<file path="config.mk">
export PLATFORM = sky130hd
export DESIGN_NAME = svr_wunit
export DESIGN_NICKNAME = d
export VERILOG_FILES = /design/src/rtl/svr_pkg.sv /design/src/rtl/svr_wunit.sv
export SDC_FILE = /design/constraint.sdc
export NUM_CORES = 1
export LEC_CHECK = 0
export BUFFER_PORTS_ARGS = -buffer_cell sky130_fd_sc_hd__buf_2
export CAP_MARGIN = 5
export CORE_ASPECT_RATIO = 1.75
export CORE_UTILIZATION = 55
export DETAILED_ROUTE_END_ITERATION = 8
export GPL_TIMING_DRIVEN = 0
export PLACE_DENSITY = 0.74
export SLEW_MARGIN = 20
export SYNTH_ARGS = -nofsm -noshare
export SYNTH_HDL_FRONTEND = slang
export SYNTH_SLANG_ARGS = --single-unit
</file>
<file path="constraint.sdc">
create_clock -name clk_i -period 4.5 [get_ports clk_i]
set_input_delay 0.675 -clock clk_i [delete_from_list [all_inputs] [get_ports clk_i]]
set_output_delay 0.675 -clock clk_i [all_outputs]
set_load 0.005 [all_outputs]
</file>
<file path="src/rtl/svr_pkg.sv">
package svr_pkg;

  localparam int unsigned NUM_V   = 1024;
  localparam int unsigned NUM_E   = 8192;
  localparam int unsigned MAX_DEG = 32;

  localparam int unsigned V_W   = 10;  // vertex number
  localparam int unsigned E_W   = 13;  // edge index
  localparam int unsigned R_W   = 14;  // row offset value
  localparam int unsigned RA_W  = 11;  // row offset table index
  localparam int unsigned W_W   = 48;  // vertex weight
  localparam int unsigned CNT_W = 6;   // counts up to MAX_DEG + 1

  typedef enum logic [1:0] {
    FN_LD_ROW  = 2'd0,
    FN_LD_EDGE = 2'd1,
    FN_LD_VERT = 2'd2,
    FN_QUERY   = 2'd3
  } func_e;

  typedef enum logic [1:0] {
    ST_NONE    = 2'd0,
    ST_INCLUDE = 2'd1,
    ST_EXCLUDE = 2'd2
  } status_e;

  typedef enum logic [1:0] {
    W_HOLD = 2'd0,
    W_INIT = 2'd1,
    W_ISO  = 2'd2,
    W_NB   = 2'd3
  } wop_e;

  typedef struct packed {
    wop_e           op;
    logic [W_W-1:0] w;
    logic [V_W-1:0] v;
  } wcmd_t;

  typedef struct packed {
    logic [V_W-1:0] best_node;
    logic           iso_zero;
    logic           eq_nb;
    logic           le_iso;
  } wres_t;

endpackage

</file>
<file path="src/rtl/svr_wunit.sv">
module svr_wunit
  import svr_pkg::*;
(
  input  logic  clk_i,
  input  logic  rst_ni,
  input  wcmd_t cmd_i,
  output wres_t res_o
);

  logic [W_W-1:0] best_iso_q, best_iso_d;
  logic [W_W-1:0] best_nb_q, best_nb_d;
  logic [V_W-1:0] best_node_q, best_node_d;
  logic           gt_iso, gt_nb;

  // Weight comparators of the command weight against the two running maxima.
  assign gt_iso = cmd_i.w > best_iso_q;
  assign gt_nb  = cmd_i.w > best_nb_q;

  always_comb begin
    best_iso_d  = best_iso_q;
    best_nb_d   = best_nb_q;
    best_node_d = best_node_q;
    case (cmd_i.op)
      W_INIT: begin
        best_iso_d  = cmd_i.w;
        best_node_d = (cmd_i.w == '0) ? '0 : cmd_i.v;
        best_nb_d   = '0;
      end
      W_ISO: begin
        if (gt_iso) begin
          best_iso_d  = cmd_i.w;
          best_node_d = cmd_i.v;
        end
      end
      W_NB: begin
        if (gt_nb) begin
          best_nb_d = cmd_i.w;
        end
      end
      default: begin
      end
    endcase
  end

  always_ff @(posedge clk_i or negedge rst_ni) begin
    if (!rst_ni) begin
      best_iso_q  <= '0;
      best_nb_q   <= '0;
      best_node_q <= '0;
    end else begin
      best_iso_q  <= best_iso_d;
      best_nb_q   <= best_nb_d;
      best_node_q <= best_node_d;
    end
  end

  assign res_o.best_node = best_node_q;
  assign res_o.iso_zero  = (best_iso_q == '0);
  assign res_o.eq_nb     = (best_iso_q == best_nb_q);
  assign res_o.le_iso    = !gt_iso;

endmodule

</file>
==> out/metrics.csv <==
metric;value;unit
Slew @ Worst Pin;854;ps
# IOs;75;
post-synth cell types;50;
Root Driver;clkbuf_16;
Met2 Wirelength;14.0;mm
crit path to;res_o[0];
CP peak stage delay;450;ps
Place WS;403;ps
Core ar.;0.0155;mm²
YS warnings;0;
fill count;1389;
antenna viol nets, final;0;
Yosys reg bits;106;
met1 wire length;10.3;mm
Top delay family on crit path;simple AND/OR/NAND/NOR gates;
minimum clock period;3850;ps
critical path required time;3830;ps
vias;8447;
drt via density;6.64;
Crit path depth;11;
worst clock skew;11.9;ps
failing checks;DRC;
Critical-path top delay cell;dfrtp_1;
total global routing overflow;0;
layout cells sized above 1;15.2;%
GPL Wtd Cong;0.959;
Slew Limit Fails;0;
Setup crit start;best_iso_q[30]$_DFFE_PN0P_;
final net count;1240;
Clk Latency, worst-skew pair;360;ps
# port buffers;73;
Worst EP arrival;3180;ps
top_reg_cell synth;dfrtp_1;
average wire per standard cell;22.0;µm
first-pass GRT wire length;44.8;mm
Detailed Routing Iterations Pass 1;7;
clk slew on worst S/H paths;80;ps
post-cts resize count;0;
DR top layer;met4;
setup ws final;646;ps
synthesized area per cell;8.84;µm²
Max Cap Violations;0;
Tot GR Track Use;34.8;%
top-area cell type share of the netlist area;30.1;%
WL met3;1.54;mm
CTS tree;built;
die area;0.0166;mm²
Startpoint Class;register;
Fin. Hold Viols;0;
sequential area share after synthesis;30.1;%
Setup-failing EPs final;0;
Worst setup EP type;primary output;
area grow syn2layout;10.6;%
Die Ht;170;µm
power density cells;459;mW/mm²
Initial Util;56.7;%
H-tree depth;3;
hold buffer count at cts;0;
initial detailed-routing violation count;541;
Reg2Reg Depth;11;
Die W;97.7;µm
top cells by area, synth;dfrtp_1 (30%), ha_1 (14%), a21oi_1 (5.8%);
Cells after DPL;1257;
flop2flop setup slack;1010;ps
Hold Crit Class;in2async;
CTS sink count;106;
Post-route DRC;10;
Async S/R FF share, synth;100;%
Max clock buf depth;2;
number of global-route vias before repair;8254;
EDFF count, synth;0;
post-CTS setup buffers;0;
largest area contributor in the netlist;dfrtp_1;
critical-path cell list;inv_1, ha_1, and4_1, nand2_1, nor3_2, nor3b_1, a2111o_2, buf_4, buf_6, nand2b_1, buf_2;
# rows;60;
syn_nets;1155;
reg2reg start;best_nb_q[43]$_DFFE_PN0P_;
Final HPWL DP;21.6;mm
worst vdd ir;0.283;mV
status;finished, violations left;
relative slew slack;43.1;%
RSZ-0062 raised after global routing;no;
fmax;259;MHz
Buf+Inv Stages, Crit Path;4;
total CTS buffers;9;
Tcrit/Tclk final;85.6;%
cells after synthesis;997;
Mapped Area;0.00882;mm²
RR Endpoint;best_nb_q[32]$_DFFE_PN0P_;
Antenna Cells;0;
Leak Pwr;4.72;nW
Fin Setup TNS;0;ps
largest net degree at the start of global routing;63;
post-route insts no fill;1273;
initial antenna violation count;0;
CP max FO;10;
Detailed Route WL;28.0;mm
Worst Path Class, Setup;reg2out;
## area by class of cell
type	instances	area [µm²]	area share (%)
clock inverters	4	33.8	0.346
repair buffers	74	399	4.09
inverters	101	379	3.89
multi-input cells	728	5480	56.2
well taps	186	233	2.39
plain buffers	62	312	3.19
flip-flops and latches	106	2650	27.2
clock buffers	12	267	2.73
## power breakdown
| group | internal, mW | total, mW | leakage, nW | switching (mW) |
|---|---|---|---|---|
| registers | 1.21 | 1.56 | 1.32 | 0.356 |
| logic | 0.837 | 2.09 | 3.25 | 1.25 |
| clock network | 0.427 | 0.823 | 0.145 | 0.396 |
| total | 2.47 | 4.48 | 4.72 | 2.01 |
## worst min-delay path by stage
stage / to / slack, ps / cells past startpoint
5_1_grt: best_nb_q[16]$_DFFE_PN0P_ / 370 / 1
3_3_place_gp: best_node_q[4]$_DFFE_PN0P_ / 500 / 1
3_5_place_dp: best_node_q[5]$_DFFE_PN0P_ / 500 / 1
2_1_floorplan: best_iso_q[0]$_DFFE_PN0P_ / 380 / 0
4_1_cts: best_nb_q[16]$_DFFE_PN0P_ / 340 / 1
6_report: best_nb_q[16]$_DFFE_PN0P_ / 300 / 1
## stage by stage
step | util [%] | area, µm² | power [mW] | hold WS [ps]
detailed placement | 60.8 | 9450 | 3.62 | 500
global placement | 60.6 | 9420 | 3.57 | 497
floorplan | - | 8820 | 2.93 | 379
global route | 62.8 | 9760 | 4.76 | 366
CTS | 62.7 | 9750 | 4.44 | 335
finish | 62.8 | 9760 | 4.48 | 303
## metal layers
metal	up-vias	GRT usage, %
li1	3898	-
met3	113	4.45
met4	0	23.2
met1	4092	39.2
met5	-	0
met2	344	61.3
## logic make-up after synthesis
| group | Yosys count | synth area share, % |
|---|---|---|
| AO/OA/AOI/OAI | 291 | 22.9 |
| AND/OR/NAND/NOR | 245 | 15.4 |
| buffers and inverters | 163 | 7.83 |
| flip-flops | 106 | 30.1 |
| adder cells (fa/ha/maj) | 96 | 13.6 |
| XOR/XNOR | 48 | 4.77 |
| multiplexers | 48 | 5.45 |
## cell usage after synthesis (all sizes together), types with 6 or more instances
library cell,count
nand3,16
nor4,39
a21oi,124
buf,26
a211o,12
and4,6
a22o,10
nand2,38
a31oi,10
inv,101
and3,39
ha,96
xor2,48
nor2,7
o21ai,16
dfrtp,106
o22ai,49
nor3,70
a221oi,6
o31ai,50
clkbuf,36
mux2i,48
nand4,23
## layout by cell type (no fill, tap or decap), types with 2 or more instances in the layout
master | Yosys | final
dfrtp_1 | 106 | 106
a21oi_1 | 103 | 103
inv_1 | 101 | 101
ha_1 | 96 | 96
buf_2 | 15 | 87
nor3_1 | 68 | 68
o22ai_1 | 49 | 49
xor2_1 | 48 | 48
mux2i_1 | 48 | 48
and3_1 | 39 | 39
nand2_1 | 38 | 38
nor4_1 | 39 | 38
clkbuf_1 | 36 | 36
o31ai_1 | 30 | 30
nand4_1 | 23 | 23
a21oi_2 | 20 | 20
o31ai_2 | 20 | 20
nand3_1 | 16 | 16
o21ai_0 | 14 | 14
a211o_1 | 12 | 12
a31oi_1 | 10 | 10
a22o_1 | 10 | 10
clkbuf_16 | 0 | 9
buf_6 | 7 | 8
nor2_1 | 7 | 7
and4_1 | 6 | 6
a221oi_1 | 6 | 6
clkbuf_8 | 0 | 3
a211oi_1 | 2 | 2
nor3b_1 | 2 | 2
a21o_1 | 2 | 2
buf_4 | 2 | 2
nand2b_1 | 2 | 2
buf_1 | 2 | 2
clkinv_4 | 0 | 2
## flip-flops by register name (all words and copies together) (netlist names)
name and count:
best_node_q 10, best_nb_q 48, best_iso_q 48
Power figures use the tool's default switching activity.
